File: src/sv/ffba_ram.sv
module ffba_ram #(
  parameter int unsigned WIDTH = 32,
  parameter int unsigned DEPTH = 64,
  localparam int unsigned AW   = (DEPTH > 1) ? $clog2(DEPTH) : 1
) (
  input  logic             clk_i,
  input  logic             we_i,
  input  logic [AW-1:0]    waddr_i,
  input  logic [WIDTH-1:0] wdata_i,
  input  logic [AW-1:0]    raddr_i,
  output logic [WIDTH-1:0] rdata_o
);

  logic [WIDTH-1:0] mem_q [DEPTH];
  logic [WIDTH-1:0] rdata_q;

  // One write port, one registered read port
  always_ff @(posedge clk_i) begin
    if (we_i) begin
      mem_q[waddr_i] <= wdata_i;
    end
    rdata_q <= mem_q[raddr_i];
  end

  assign rdata_o = rdata_q;

endmodule

File: config.mk
export PLATFORM = sky130hd
export DESIGN_NAME = ffba_ram
export DESIGN_NICKNAME = d
export VERILOG_FILES = /design/src/sv/ffba_ram.sv
export SDC_FILE = /design/constraint.sdc
export NUM_CORES = 2
export LEC_CHECK = 0
export ABC_AREA = 0
export BUFFER_PORTS_ARGS = -buffer_cell sky130_fd_sc_hd__buf_2
export CORE_MARGIN = 2
export CORE_UTILIZATION = 50
export CTS_CLUSTER_DIAMETER = 40
export CTS_CLUSTER_SIZE = 40
export DETAILED_ROUTE_END_ITERATION = 12
export GPL_TIMING_DRIVEN = 0
export PLACE_DENSITY = 0.68
export SLEW_MARGIN = 30
export SYNTH_ARGS = -nofsm -noshare
export SYNTH_HDL_FRONTEND = slang
export SYNTH_SLANG_ARGS = --single-unit
File: constraint.sdc
create_clock -name clk_i -period 3.3 [get_ports clk_i]
set_clock_uncertainty 0.1 [all_clocks]
set_input_delay 0.165 -clock clk_i [delete_from_list [all_inputs] [get_ports clk_i]]
set_output_delay 0.165 -clock clk_i [all_outputs]
set_load 0.02 [all_outputs]
==> impl_metrics.yaml <==
finish:
  fin_util: 0.605
  fin_cells: 6087
  nNetsFinal: 3863
  syn_to_final_growth_pct: 20.3
  fill_cells: 10400
  drive_above_1_share: 0.342
global_routing:
  grt_pass1_wl_um: 325000
  grt_max_degree: 65
  grt_pass1_vias: 39400
  grt_overflow_total: 0
  antenna_found_initial: 18
  grt_usage: 0.300
sta:
  clock.fmax_mhz: 291
  relSlewSlack: 0.302
  setup_viol: 7
  setup_ws_ns: -0.137
  timing.final.crit_period_ns: 3.44
  drv_slew: 0
  grt_setup_unrepaired: "no"
  hold_viol: 0
  tightestPinTransition_ns: 1.05
  period_share: 1.04
clocking:
  root_buffer: "clkbuf_16"
  postCtsSetupBuffers: 0
  cts_htree_levels: 4
  cts_sinks: 2080
  max-clock-path-buffers: 3
  insertion_delay_ns: 0.88
  path_clk_slew_ns: 0.07
  cts_buffers: 226
  cts_tree: "built"
die:
  fp.dieH_um: 400
  coreArea_sq_mm: 0.156
  rows: 145
  die_area_sq_mm: 0.160
  floorplan.initialDensity: 0.503
  ios: 78
  dieWidth_um: 400
placement:
  portBuffers: 69
  gp_congestion: 0.911
  placedCellCount: 5610
  hpwl_um: 157000
yosys:
  avgSynthCellArea_sq_um: 23.6
  ys_seq_area_frac: 0.791
  ys_types: 34
  syn-num-nets: 3370
  yosysWarnings: 0
  syn_area_sq_mm: 0.0785
  synth-seq-cells: 2080
  synthCells: 3324
power_and_ir_drop:
  power.switching_w: 0.0138
  combinationalPowerShare: 0.055
  p_sw_frac: 0.235
  power.density_mw_per_mm2: 624
  vdd_drop_max_mv: 0.618
  clockPowerShare: 0.448
  seqPwrFrac: 0.497
  power.leakage_nw: 30.0
  p_int_w: 0.0451
  finalPower_w: 0.0589
flow_run:
  cap_viol_max_count: 0
routing:
  drt_iter0_markers: 6934
  wl_per_cell_um: 39.5
  drc_errors: 0
  route.vias.total: 40600
  drtAntennaViolNets: 0
  route.final.wire_length_um: 240000
  vias_per_cell: 6.67
  dr.pass1.iters: 8
critical_path:
  start_kind: "primary input"
  end_kind: "register"
  crit_slowest_cell: "a21oi_1"
  max_stage_delay_ns: 0.85
  cp_cell_sequence: "buf_2, buf_2, buf_2, clkbuf_2, buf_2, mux2i_1, a21oi_1, a21oi_1, nor2_1"
  cp_common_cell: "buf_2"
  required_ns: 3.96
  cp_data_arrival_time_ns: 4.10
  cp_max_fo: 10
  crit_type: "primary input to register"
hold_path:
  hold_path.class: "primary input to register"
outcome:
  status: "finished, violations left"
  violations: "negative setup slack"
per-layer routing:
layer | part of all wire | up-vias | track usage | wire length (um)
met5 | 0.00035 | - | 0 | 85
met4 | 0.058 | 14 | 0.150 | 13800
met3 | 0.15 | 664 | 0.0993 | 35700
met2 | 0.45 | 3399 | 0.442 | 108000
met1 | 0.35 | 21100 | 0.404 | 83100
li1 | - | 15400 | - | -
worst paths after layout:
| check | start | endpoint | slack (ns) | cells after the start |
|---|---|---|---|---|
| setup / recovery | raddr_i[1] | rdata_o[10] | -0.14 | 9 |
| hold / removal | waddr_i[2] | mem_q[52][8] | 0.10 | 3 |
| setup reg to reg | mem_q[24][24] | rdata_o[24] | 0.45 | 4 |
| hold reg to reg | mem_q[13][17] | rdata_o[17] | 0.74 | 4 |
cell type report:
type                            count  area, sq um  area share
Sequential cell                  2080        62100       0.658
Buffer                            182          940     0.00995
Antenna cell                        6         15.0    0.000159
Tap cell                         2058         2570      0.0273
Clock buffer                      244         5770      0.0611
Multi-Input combinational cell   1062        16000       0.170
Clock inverter                    190         2210      0.0234
Timing Repair Buffer              265         4800      0.0509
cells in the final DEF (no fill, tap or decap), drive strengths merged, types with 2 or more instances in the layout:
| cell type | instances |
|---|---|
| o22ai | 84 |
| o221ai | 27 |
| inv | 61 |
| clkbuf | 318 |
| or2 | 3 |
| nand3 | 5 |
| or3 | 3 |
| a22oi | 12 |
| o32ai | 4 |
| nand4 | 2 |
| nand2b | 8 |
| nand2 | 26 |
| nand3b | 5 |
| dfxtp | 32 |
| mux4 | 544 |
| or3b | 5 |
| mux2i | 93 |
| and2 | 2 |
| clkinv | 93 |
| clkdlybuf4s15 | 2 |
| dlygate4sd3 | 36 |
| clkinvlp | 16 |
| bufinv | 20 |
| a311oi | 8 |
| nor2b | 15 |
| nor3 | 7 |
| a41o | 4 |
| buf | 335 |
| diode | 6 |
| nor2 | 137 |
| a21oi | 62 |
| edfxtp | 2048 |
| and3 | 4 |
cells in the mapped netlist, drive strengths merged:
library cell | instances | area (sq um)
edfxtp | 2048 | 61500
o22ai | 84 | 526
mux4 | 544 | 12300
and2 | 2 | 12.5
or3 | 3 | 18.8
nand2 | 26 | 97.6
nand3 | 5 | 25.0
or2 | 3 | 18.8
and3 | 4 | 25.0
o221ai | 27 | 236
buf | 108 | 608
nand3b | 5 | 37.5
mux2i | 93 | 931
a41o | 4 | 40.0
nand2b | 8 | 50.1
o32ai | 4 | 35.0
or3b | 5 | 43.8
nand4b | 1 | 8.76
a311oi | 8 | 70.1
nand4 | 2 | 12.5
nor3 | 7 | 35.0
a22oi | 12 | 90.1
a31oi | 1 | 6.26
nor2b | 15 | 93.8
a21oi | 62 | 310
dfxtp | 32 | 641
clkbuf | 74 | 278
nor2 | 137 | 514
kinds of logic (layout without fill, tap and decap cells):
kind of cell    count (synthesis)  after routing  share of synthesized area
other cells                     0              6                          0
mux                           637            637                      0.168
simple gates                  223            223                     0.0127
buf+inv                       182            881                     0.0113
flops                        2080           2080                      0.791
compound gates                202            202                     0.0167
worst max-delay path, delay by kind of cell:
family                 cells  cell delay (ns)
buffers and inverters      5             2.21
AO/OA/AOI/OAI              2             1.13
AND/OR/NAND/NOR            1             0.30
multiplexers               1             0.24
power groups by stage:
stage	sequential, W	combinational [W]	clock, W
detailed placement	0.0299	0.00308	0
global placement	0.0299	0.00292	0
floorplan	0.0299	0.00142	0
CTS	0.0293	0.00314	0.0265
finish	0.0293	0.00322	0.0264
global route	0.0293	0.00328	0.0275
flip-flops by register name (all words and copies together) (netlist names):
signal and flops:
mem_q 2048, rdata_o 32
timing repair:
action	CTS	global route
hold endpoints to repair	2014	0
hold buffers	36	0
setup endpoints to repair	8	3
gates resized for setup	9	7
stage by stage:
step	setup TNS, ns	setup slack [ns]	hold slack, ns	area, sq um
after floorplan	0	0.383	0.164	78500
after global placement	-4010.58	-2.49	0.482	81400
after detailed placement	-21.50	-1.16	0.481	86000
after CTS	0	0.000286	0.0175	94400
after global routing	0	0.0632	0.0860	94500
final	-0.415	-0.137	0.100	94500
Note: power is estimated with default switching activity, not from simulation.
