### config.mk
export PLATFORM = sky130hd
export DESIGN_NAME = ffba_cmp_unit
export DESIGN_NICKNAME = d
export VERILOG_FILES = /design/src/sv/ffba_pkg.sv /design/src/sv/ffba_cmp_unit.sv
export SDC_FILE = /design/constraint.sdc
export NUM_CORES = 1
export LEC_CHECK = 0
export CORE_UTILIZATION = 55
export DETAILED_ROUTE_END_ITERATION = 16
export DONT_BUFFER_PORTS = 1
export PLACE_DENSITY = 0.68
export SLEW_MARGIN = 30
export SYNTH_ARGS = -nofsm -noshare
export SYNTH_HDL_FRONTEND = slang
export SYNTH_SLANG_ARGS = --single-unit
### constraint.sdc
create_clock -name vclk -period 6.9
set_input_delay 1.38 -clock vclk [all_inputs]
set_output_delay 1.38 -clock vclk [all_outputs]
set_load 0.02 [all_outputs]
### src/sv/ffba_pkg.sv
package ffba_pkg;

  // Field widths fixed by the request and response formats
  localparam int unsigned DATA_W   = 32;
  localparam int unsigned STATUS_W = 2;

  // Request opcodes
  localparam logic OP_ALLOC = 1'b0;
  localparam logic OP_FREE  = 1'b1;

  // Response status codes
  localparam logic [STATUS_W-1:0] ST_OK      = 2'd0;
  localparam logic [STATUS_W-1:0] ST_ZERO    = 2'd1;
  localparam logic [STATUS_W-1:0] ST_SPACE   = 2'd2;
  localparam logic [STATUS_W-1:0] ST_UNKNOWN = 2'd3;

  // Configuration register indexes
  localparam int unsigned CFG_IDX_W = 1;
  localparam logic [CFG_IDX_W-1:0] CFG_HEAP_BASE  = 1'd0;
  localparam logic [CFG_IDX_W-1:0] CFG_HEAP_LIMIT = 1'd1;

  // Configuration reset values
  localparam logic [DATA_W-1:0] HEAP_BASE_RST  = 32'd0;
  localparam logic [DATA_W-1:0] HEAP_LIMIT_RST = 32'd65536;

  typedef struct packed {
    logic              opcode;
    logic [DATA_W-1:0] request_size;
    logic [DATA_W-1:0] release_address;
  } ffba_req_t;

  typedef struct packed {
    logic [DATA_W-1:0]   payload_address;
    logic [STATUS_W-1:0] status;
  } ffba_rsp_t;

endpackage

### src/sv/ffba_cmp_unit.sv
module ffba_cmp_unit import ffba_pkg::*; #(
  parameter int unsigned ADDR_WIDTH   = 32,
  parameter int unsigned HEADER_BYTES = 24
) (
  input  logic                  op_i,
  input  logic [ADDR_WIDTH-1:0] start_i,
  input  logic [DATA_W-1:0]     bytes_i,
  input  logic                  free_i,
  input  logic [DATA_W-1:0]     size_i,
  input  logic [DATA_W-1:0]     addr_i,
  output logic [ADDR_WIDTH-1:0] payload_o,
  output logic                  hit_o
);

  // Compare width covers both the address space and the 32-bit request
  localparam int unsigned CW = (ADDR_WIDTH > DATA_W) ? ADDR_WIDTH : DATA_W;

  logic [CW-1:0] pay_ext;
  logic [CW-1:0] addr_ext;
  logic [CW-1:0] addr_msk;

  // Payload address sits past the block header, wrapping in the address space
  assign payload_o = start_i + ADDR_WIDTH'(HEADER_BYTES);

  assign pay_ext  = CW'(payload_o);
  assign addr_ext = CW'(addr_i);
  assign addr_msk = CW'(ADDR_WIDTH'(addr_ext));

  // Allocate: free block large enough; free: payload address matches
  always_comb begin
    if (op_i == OP_ALLOC) begin
      hit_o = free_i && (bytes_i >= size_i);
    end else begin
      hit_o = (pay_ext == addr_msk);
    end
  end

endmodule

==> flow_summary_export.csv, run 1 <==
group,metric,value,unit
die,core,3660,um2
worst_setup_path,crit_path_start_kind,"primary input",
final_layout,n_sequential_cell,0,
run,cap_viol_max_count,0,
placed_design,placed_area,2110,um2
timing,min_period,5.72,ns
final_layout,n_clock_buffer,0,
synthesis,synth_top_area_share,0.196,
die,die_y,63.9,um
synthesis,synth_commonest_cells,"42 x inv_1, 33 x ha_1, 27 x xnor2_1, 24 x xor2_1, 16 x nand4_1",
placed_design,io_buffers,0,
timing,rsz0062_at_grt,"false",
power,switchingPower,0.0000561,W
final_layout,drive_above_1_share,0.0215,
synthesis,synth_seq_area_share,0,
timing,worst-slew-pin-transition,0.750,ns
power,power.density,49.1,nW/um2
detailed_routing,drtIter0Drc,67,
global_route,grt_first_pass_wirelength,8320,um
synthesis,ys.warnings.count,0,
synthesis,synthTopCellsByArea,"ha_1 20%, xnor2_1 11%, xor2_1 10%",
die,io-pin-count,163,
synthesis,syn_area_per_cell,7.22,um2
synthesis,syn_inst,292,
power,clockPowerShare,0,
global_route,grt_pass1_vias,1912,
global_route,grt_overflow,0,
detailed_routing,antenna_left,0,
final_layout,fillers,372,
worst_setup_path,crit_fanout,11,
power,leakage,0.996,nW
global_route,antenna_found_initial,0,
synthesis,syn_nets,455,
timing,fin_tns_setup,0,ns
placed_design,gp_congestion,0.870,
outcome,status,"finished, final reports clean",
clocking,post_cts_buffers,0,
global_route,grt_start_max_net_pins,15,
worst_setup_path,critPathKind,"in2out",
synthesis,synth_top_cell_by_area,"ha_1",
detailed_routing,routed_wl,5130,um
final_layout,seq_area,0,um2
final_layout,nNetsFinal,444,
worst_setup_path,cp-end-kind,"output port",
worst_setup_path,required,5.52,ns
timing,max_freq,175,MHz
final_layout,insertedDiodeCount,0,
timing,finalHoldViolCount,0,
worst_hold_path,hp-class,"in2out",
timing,drv_slew,0,
global_route,grt_usage,0.247,
timing,timing.final.crit_share,0.828,
die,die-area,4090,um2
synthesis,syn_area,2110,um2
detailed_routing,via_per_inst,6.15,
power,internal-power,0.0000473,W
clocking,holdBufCountCts,0,
worst_setup_path,cp.arrival,4.34,ns
timing,setup_viol,0,
power,swShare,0.543,
power,combPwrFrac,1.000,
placed_design,dpl.hpwl,4570,um
detailed_routing,drt-pass1-iter-count,4,
worst_hold_path,whs_path_depth,0,
die,start_util,0.576,
synthesis,yosysMostFrequentCell,"inv_1",
detailed_routing,vias,2011,
power,seq_power_share,0,
die,rows,22,
die,die_w,63.9,um
detailed_routing,wl_per_cell,15.7,um
detailed_routing,post-route-drc-count,0,
final_layout,synthToLayoutAreaGrowth,-0.178,%
final_layout,finish.utilization,0.575,
synthesis,ys_types,48,
timing,finalWorstSetupSlack,1.18,ns
placed_design,dp_worst_setup_slack,1.18,ns
timing,slew_headroom,0.496,
clocking,ctsResizeCount,0,
final_layout,stdcell_area,2110,um2
power,ir_worst_vdd,0.0266,mV
critical path, cell delays in order:
cell and delay, ns:
nand4_1 0.32, or4_1 0.73, nor3_1 0.28, xor2_1 0.47
xor2_1 0.12, or4_1 0.55, o31ai_2 0.47
power groups by stage:
stage | logic [W] | clock network (W) | registers [W]
floorplan | 0.0000956 | 0 | 0
detailed placement | 0.000104 | 0 | 0
global placement | 0.000103 | 0 | 0
CTS | 0.000104 | 0 | 0
finish | 0.000103 | 0 | 0
global route | 0.000118 | 0 | 0
cell families after synthesis:
group                    share of synthesized area
buffers and inverters                        0.105
AND/OR/NAND/NOR                              0.247
AO/OA/AOI/OAI                                0.203
XOR/XNOR                                     0.244
multiplexers                               0.00475
adder cells (fa/ha/maj)                      0.196
cells in the final DEF, fill, tap and decap left out, types with 2 or more instances in the layout:
master     count
o2111ai_1      2
nor4_1         5
xnor3_1        2
nor2b_1        2
nor3b_1        3
ha_1          33
o31ai_1        3
inv_1         42
and3_1         4
o211ai_1       2
a21oi_1        9
o21a_1         2
xnor2_1       27
or3_1          6
nand2_1        7
o22a_1         2
a21o_1        13
xor2_1        24
o22ai_1        2
nor2_1        11
nand3_1       11
nand3b_1       2
o21ai_0       13
nand4_1       16
nand4_2        2
and4_1         2
a211oi_1       5
nor3_1         6
or4_1          5
layer usage:
metal	vias to the layer above	wire, um	GRT usage
met1	864	2090	0.299
met5	-	0	0
met3	8	492	0.0500
met2	105	2440	0.451
met4	0	99	0.0398
li1	1034	-	-
through the flow:
stage	total power (W)	hold WS, ns	std cells
after CTS	0.000104	2.76	327
after global routing	0.000118	2.76	327
after global placement	0.000103	2.76	327
after floorplan	0.0000956	2.85	292
final	0.000103	2.76	327
after detailed placement	0.000104	2.76	327
final cells by class:
cell class / count / area (um2) / share of cell area
multi-input combinational: 237 / 1890 / 0.897
tap: 48 / 60.1 / 0.0285
inverter: 42 / 158 / 0.0749
worst paths after layout:
path | start | slack [ns] | end
setup / recovery | start_i[10] | 1.18 | hit_o
hold / removal | start_i[0] | 2.76 | payload_o[0]
(Power assumes the default switching activity.)
==> run 2: changes to the inputs <==
--- a/config.mk
+++ b/config.mk
@@ -5,6 +5,7 @@
 export SDC_FILE = /design/constraint.sdc
 export NUM_CORES = 1
 export LEC_CHECK = 0
+export ABC_AREA = 1
 export CORE_UTILIZATION = 55
 export DETAILED_ROUTE_END_ITERATION = 16
 export DONT_BUFFER_PORTS = 1
==> constraint.sdc (replaced) <==
create_clock -name vclk -period 5.4
set_input_delay 1.08 -clock vclk [all_inputs]
set_output_delay 1.08 -clock vclk [all_outputs]
set_load 0.02 [all_outputs]
==> flow_summary_export.csv, run 2 <==
group,metric,value,unit
final_layout,n_sequential_cell,0,
die,io-pin-count,163,
final_layout,fillers,478,
worst_setup_path,path_cells,"inv_1, ha_1, inv_1, nand2_1, nor2_4, nand3_4, o21ai_2, nand2_1, nand2_1, nand2_1, nor2_1, nand3_1, nor2_1, nand2_1, nand2_1",
timing,timing.final.crit_share,0.770,
final_layout,mostFrequentLayoutCells,"163 x nand2_1, 112 x inv_1, 53 x nor2_1, 33 x ha_1, 30 x nand3_1",
timing,setup_viol,0,
die,rows,24,
run,cap_viol_max_count,0,
placed_design,dp_worst_setup_slack,1.24,ns
timing,worst-slew-pin-transition,0.594,ns
worst_setup_path,critical_path.most_common_cell,"nand2_1",
global_route,grt_start_max_net_pins,8,
synthesis,synth_top_cell_by_area,"nand2_1",
power,leakage,1.62,nW
final_layout,n_clock_buffer,0,
detailed_routing,drtIter0Drc,93,
power,power.density,59.5,nW/um2
synthesis,yosysMostFrequentCell,"nand2_1",
worst_setup_path,crit_path_start_kind,"primary input",
placed_design,io_buffers,0,
die,core,4380,um2
final_layout,drive_above_1_share,0.0518,
placed_design,dpl.hpwl,5750,um
detailed_routing,via_per_inst,5.14,
synthesis,ys.warnings.count,0,
timing,min_period,4.16,ns
detailed_routing,drt-pass1-iter-count,4,
worst_setup_path,cp_top_family,"simple AND/OR/NAND/NOR gates",
synthesis,synth_top_area_share,0.241,
placed_design,gp_congestion,0.892,
die,start_util,0.579,
worst_hold_path,hp-class,"in2out",
clocking,ctsResizeCount,0,
global_route,antenna_found_initial,0,
timing,slew_headroom,0.600,
synthesis,syn_area,2540,um2
timing,rsz0062_at_grt,"false",
worst_setup_path,slowest_stage,"ha_1",
detailed_routing,antenna_left,0,
clocking,holdBufCountCts,0,
global_route,grt_usage,0.241,
die,die_y,70.0,um
worst_setup_path,cp.arrival,3.08,ns
synthesis,syn_nets,649,
detailed_routing,routed_wl,6150,um
timing,drv_slew,0,
timing,max_freq,240,MHz
worst_setup_path,critPathMaxStageDelay,0.28,ns
synthesis,syn_inst,486,
synthesis,synthTopCellsByArea,"nand2_1 24%, inv_1 17%, ha_1 16%",
die,die_w,70.0,um
global_route,grt_first_pass_wirelength,10100,um
detailed_routing,post-route-drc-count,0,
global_route,grt_overflow,0,
synthesis,synth_seq_area_share,0,
synthesis,ys_types,34,
timing,finalWorstSetupSlack,1.24,ns
worst_setup_path,cp-end-kind,"output port",
synthesis,synth_commonest_cells,"163 x nand2_1, 112 x inv_1, 53 x nor2_1, 33 x ha_1, 30 x nand3_1",
detailed_routing,vias,2749,
final_layout,nNetsFinal,648,
detailed_routing,wl_per_cell,11.5,um
synthesis,syn_area_per_cell,5.23,um2
timing,finalHoldViolCount,0,
final_layout,final_common_cell,"nand2_1",
final_layout,seq_area,0,um2
final_layout,synthToLayoutAreaGrowth,1.68,%
outcome,status,"finished, final reports clean",
clocking,post_cts_buffers,0,
die,die-area,4890,um2
worst_setup_path,path_buf_inv,2,
power,ir_worst_vdd,0.0315,mV
worst_setup_path,crit_fanout,5,
timing,fin_tns_setup,0,ns
worst_setup_path,critPathKind,"in2out",
worst_setup_path,required,4.32,ns
global_route,grt_pass1_vias,2529,
final_layout,insertedDiodeCount,0,
## run 2: cell count changes after synthesis, moves of 6 or more
cell / delta
xnor2_1: -23
xor2_1: -19
nor2_1: +42
clkbuf_1: -7
nand3_1: +19
nand2_1: +156
nand4_1: -11
nand3b_1: +7
or3_1: -6
inv_1: +70
a21o_1: -12
nor2_4: +6
## run 2: layout make-up
type | count | area, um2 | area share
multi-input cells | 370 | 2090 | 0.811
inverters | 113 | 424 | 0.164
well taps | 52 | 65.1 | 0.0252
## run 2: metrics by stage
stage          hold WS [ns]  total power [W]  area, um2   util  instances
6_report               2.16         0.000154       2580  0.589        535
5_1_grt                2.16         0.000178       2580  0.589        535
4_1_cts                2.16         0.000155       2580  0.589        535
3_5_place_dp           2.16         0.000155       2580  0.589        535
3_3_place_gp           2.16         0.000151       2580  0.589        535
2_1_floorplan          2.25         0.000136       2540      -        486
## run 2: cells by family (layout without fill, tap and decap cells)
| logic type | after synthesis | in the layout | synth area share |
|---|---|---|---|
| XOR/XNOR | 13 | 13 | 0.0670 |
| AO/OA/AOI/OAI | 34 | 34 | 0.0764 |
| adder cells (fa/ha/maj) | 33 | 33 | 0.163 |
| AND/OR/NAND/NOR | 290 | 290 | 0.518 |
| buffers and inverters | 116 | 113 | 0.176 |
## run 2: path summary, 6_finish.rpt
| kind | from | to | slack [ns] | depth (start not counted) |
|---|---|---|---|---|
| worst min-delay path | start_i[2] | payload_o[2] | 2.16 | 0 |
| worst max-delay path | start_i[3] | hit_o | 1.24 | 15 |
## run 2: power by group
| part | leakage (nW) | switching, W | internal, W | total (W) |
|---|---|---|---|---|
| Clock | 0 | 0 | 0 | 0 |
| Sequential | 0 | 0 | 0 | 0 |
| Combinational | 1.62 | 0.0000940 | 0.0000596 | 0.000154 |
| Total | 1.62 | 0.0000940 | 0.0000596 | 0.000154 |
## run 2: layer usage
layer	part of all wire	wire length (um)	GRT usage
met1	0.41	2530	0.281
met2	0.47	2920	0.449
met3	0.10	618	0.0577
met4	0.014	83	0.0356
met5	0	0	0
==> run 3: changes to the inputs <==
--- a/config.mk
+++ b/config.mk
@@ -5,11 +5,11 @@
 export SDC_FILE = /design/constraint.sdc
 export NUM_CORES = 1
 export LEC_CHECK = 0
-export ABC_AREA = 1
+export ABC_AREA = 0
 export CORE_UTILIZATION = 55
 export DETAILED_ROUTE_END_ITERATION = 16
 export DONT_BUFFER_PORTS = 1
-export PLACE_DENSITY = 0.68
+export PLACE_DENSITY = 0.71
 export SLEW_MARGIN = 30
 export SYNTH_ARGS = -nofsm -noshare
 export SYNTH_HDL_FRONTEND = slang
==> constraint.sdc (replaced) <==
create_clock -name vclk -period 3.6
set_input_delay 0.72 -clock vclk [all_inputs]
set_output_delay 0.72 -clock vclk [all_outputs]
set_load 0.02 [all_outputs]
==> flow_summary_export.csv, run 3 (synthesis gave the netlist of run 1 again) <==
group,metric,value,unit
power,seq_power_share,0,
die,die_w,63.9,um
worst_setup_path,crit_fanout,6,
die,start_util,0.576,
placed_design,gp_congestion,0.864,
die,io-pin-count,163,
worst_setup_path,cp.arrival,3.09,ns
final_layout,fillers,336,
final_layout,seq_area,0,um2
worst_setup_path,path_buf_inv,1,
global_route,antenna_found_initial,0,
final_layout,synthToLayoutAreaGrowth,23.2,%
power,power.density,93.4,nW/um2
final_layout,n_clock_buffer,0,
worst_hold_path,whs_path_depth,0,
run,cap_viol_max_count,0,
worst_setup_path,cp_top_family,"simple AND/OR/NAND/NOR gates",
final_layout,final_common_cell,"buf_4",
die,rows,22,
final_layout,stdcell_area,2600,um2
power,totalPowerFinal,0.000243,W
worst_setup_path,critPathKind,"in2out",
die,core,3660,um2
placed_design,dp_worst_setup_slack,-0.279,ns
detailed_routing,drt-pass1-iter-count,5,
die,die_y,63.9,um
timing,min_period,3.81,ns
power,combPwrFrac,1.000,
worst_setup_path,cp-end-kind,"output port",
placed_design,dpl.hpwl,5190,um
global_route,grt_first_pass_wirelength,9250,um
timing,finalHoldViolCount,0,
power,switchingPower,0.000122,W
placed_design,io_buffers,0,
final_layout,mostFrequentLayoutCells,"45 x buf_4, 41 x inv_1, 32 x ha_1, 25 x xnor2_1, 23 x xor2_1",
global_route,grt_usage,0.277,
outcome,status,"complete, but fails checks",
detailed_routing,via_per_inst,6.11,
timing,worst-slew-pin-transition,0.596,ns
global_route,grt_overflow,0,
timing,timing.final.crit_share,1.06,
power,swShare,0.504,
detailed_routing,drtIter0Drc,56,
worst_hold_path,hp-class,"in2out",
final_layout,nNetsFinal,492,
final_layout,finish.utilization,0.710,
timing,slew_headroom,0.600,
worst_hold_path,min_to,"payload_o[0]",
detailed_routing,vias,2291,
placed_design,placed_area,2470,um2
timing,max_freq,263,MHz
global_route,grt_start_max_net_pins,14,
detailed_routing,routed_wl,5880,um
worst_setup_path,required,2.88,ns
power,ir_worst_vdd,0.0649,mV
final_layout,insertedDiodeCount,0,
die,die-area,4090,um2
timing,rsz0062_at_grt,"true",
clocking,holdBufCountCts,0,
power,clockPowerShare,0,
timing,finalWorstSetupSlack,-0.207,ns
final_layout,drive_above_1_share,0.211,
outcome,violations,"setup timing",
global_route,grt_pass1_vias,2254,
worst_setup_path,crit_path_start_kind,"primary input",
worst_setup_path,critPathMaxStageDelay,0.56,ns
final_layout,multi_input_area,2010,um2
final_layout,n_sequential_cell,0,
timing,drv_slew,0,
worst_setup_path,path_cells,"nand4_1, or4_4, buf_6, or3_4, a31oi_1, o2111ai_1, or4_4, o31ai_4",
worst_setup_path,slowest_stage,"or4_4",
detailed_routing,antenna_left,0,
detailed_routing,wl_per_cell,15.7,um
power,leakage,1.26,nW
worst_hold_path,min_from,"start_i[0]",
detailed_routing,post-route-drc-count,0,
power,internal-power,0.000120,W
timing,setup_viol,1,
worst_setup_path,critical_path.most_common_cell,"or4_4",
==> run 3: metal layers <==
| layer | share of wire | routed length, um | vias up | GRT usage |
|---|---|---|---|---|
| met2 | 0.50 | 2960 | 114 | 0.547 |
| met3 | 0.091 | 535 | 16 | 0.0589 |
| li1 | - | - | 1123 | - |
| met4 | 0.028 | 166 | 0 | 0.0795 |
| met5 | 0 | 0 | - | 0 |
| met1 | 0.38 | 2210 | 1038 | 0.286 |
==> run 3: worst max path at each step <==
stage          endpoint  cells past startpoint         from
2_1_floorplan     hit_o                      9  start_i[10]
3_3_place_gp      hit_o                      7   start_i[6]
3_5_place_dp      hit_o                      7   start_i[6]
4_1_cts           hit_o                      8   start_i[3]
5_1_grt           hit_o                      8  start_i[11]
6_report          hit_o                      8  start_i[11]
==> run 3: repair_timing <==
| action | in CTS | in global routing |
|---|---|---|
| buffers inserted | 5 | 0 |
| resized for setup | 11 | 7 |
| pin swaps | 13 | 5 |
| setup endpoints to repair | 1 | 1 |
==> run 3: power groups by stage <==
stage / sequential, W / clock [W] / combinational [W]
finish: 0 / 0 / 0.000243
global placement: 0 / 0 / 0.000228
detailed placement: 0 / 0 / 0.000233
global route: 0 / 0 / 0.000273
CTS: 0 / 0 / 0.000240
floorplan: 0 / 0 / 0.000188
==> run 3: final cells by class <==
cell class / instances / area share
Multi-Input combinational cell: 237 / 0.772
Inverter: 42 / 0.0621
Tap cell: 48 / 0.0231
Timing Repair Buffer: 48 / 0.143
==> run 3: stage by stage <==
stage | cells | hold slack [ns] | setup TNS (ns)
2_1_floorplan | 292 | 1.54 | -0.347
3_3_place_gp | 370 | 1.44 | -0.277
3_5_place_dp | 370 | 1.44 | -0.279
4_1_cts | 375 | 1.44 | -0.129
5_1_grt | 375 | 1.44 | -0.273
6_report | 375 | 1.44 | -0.207
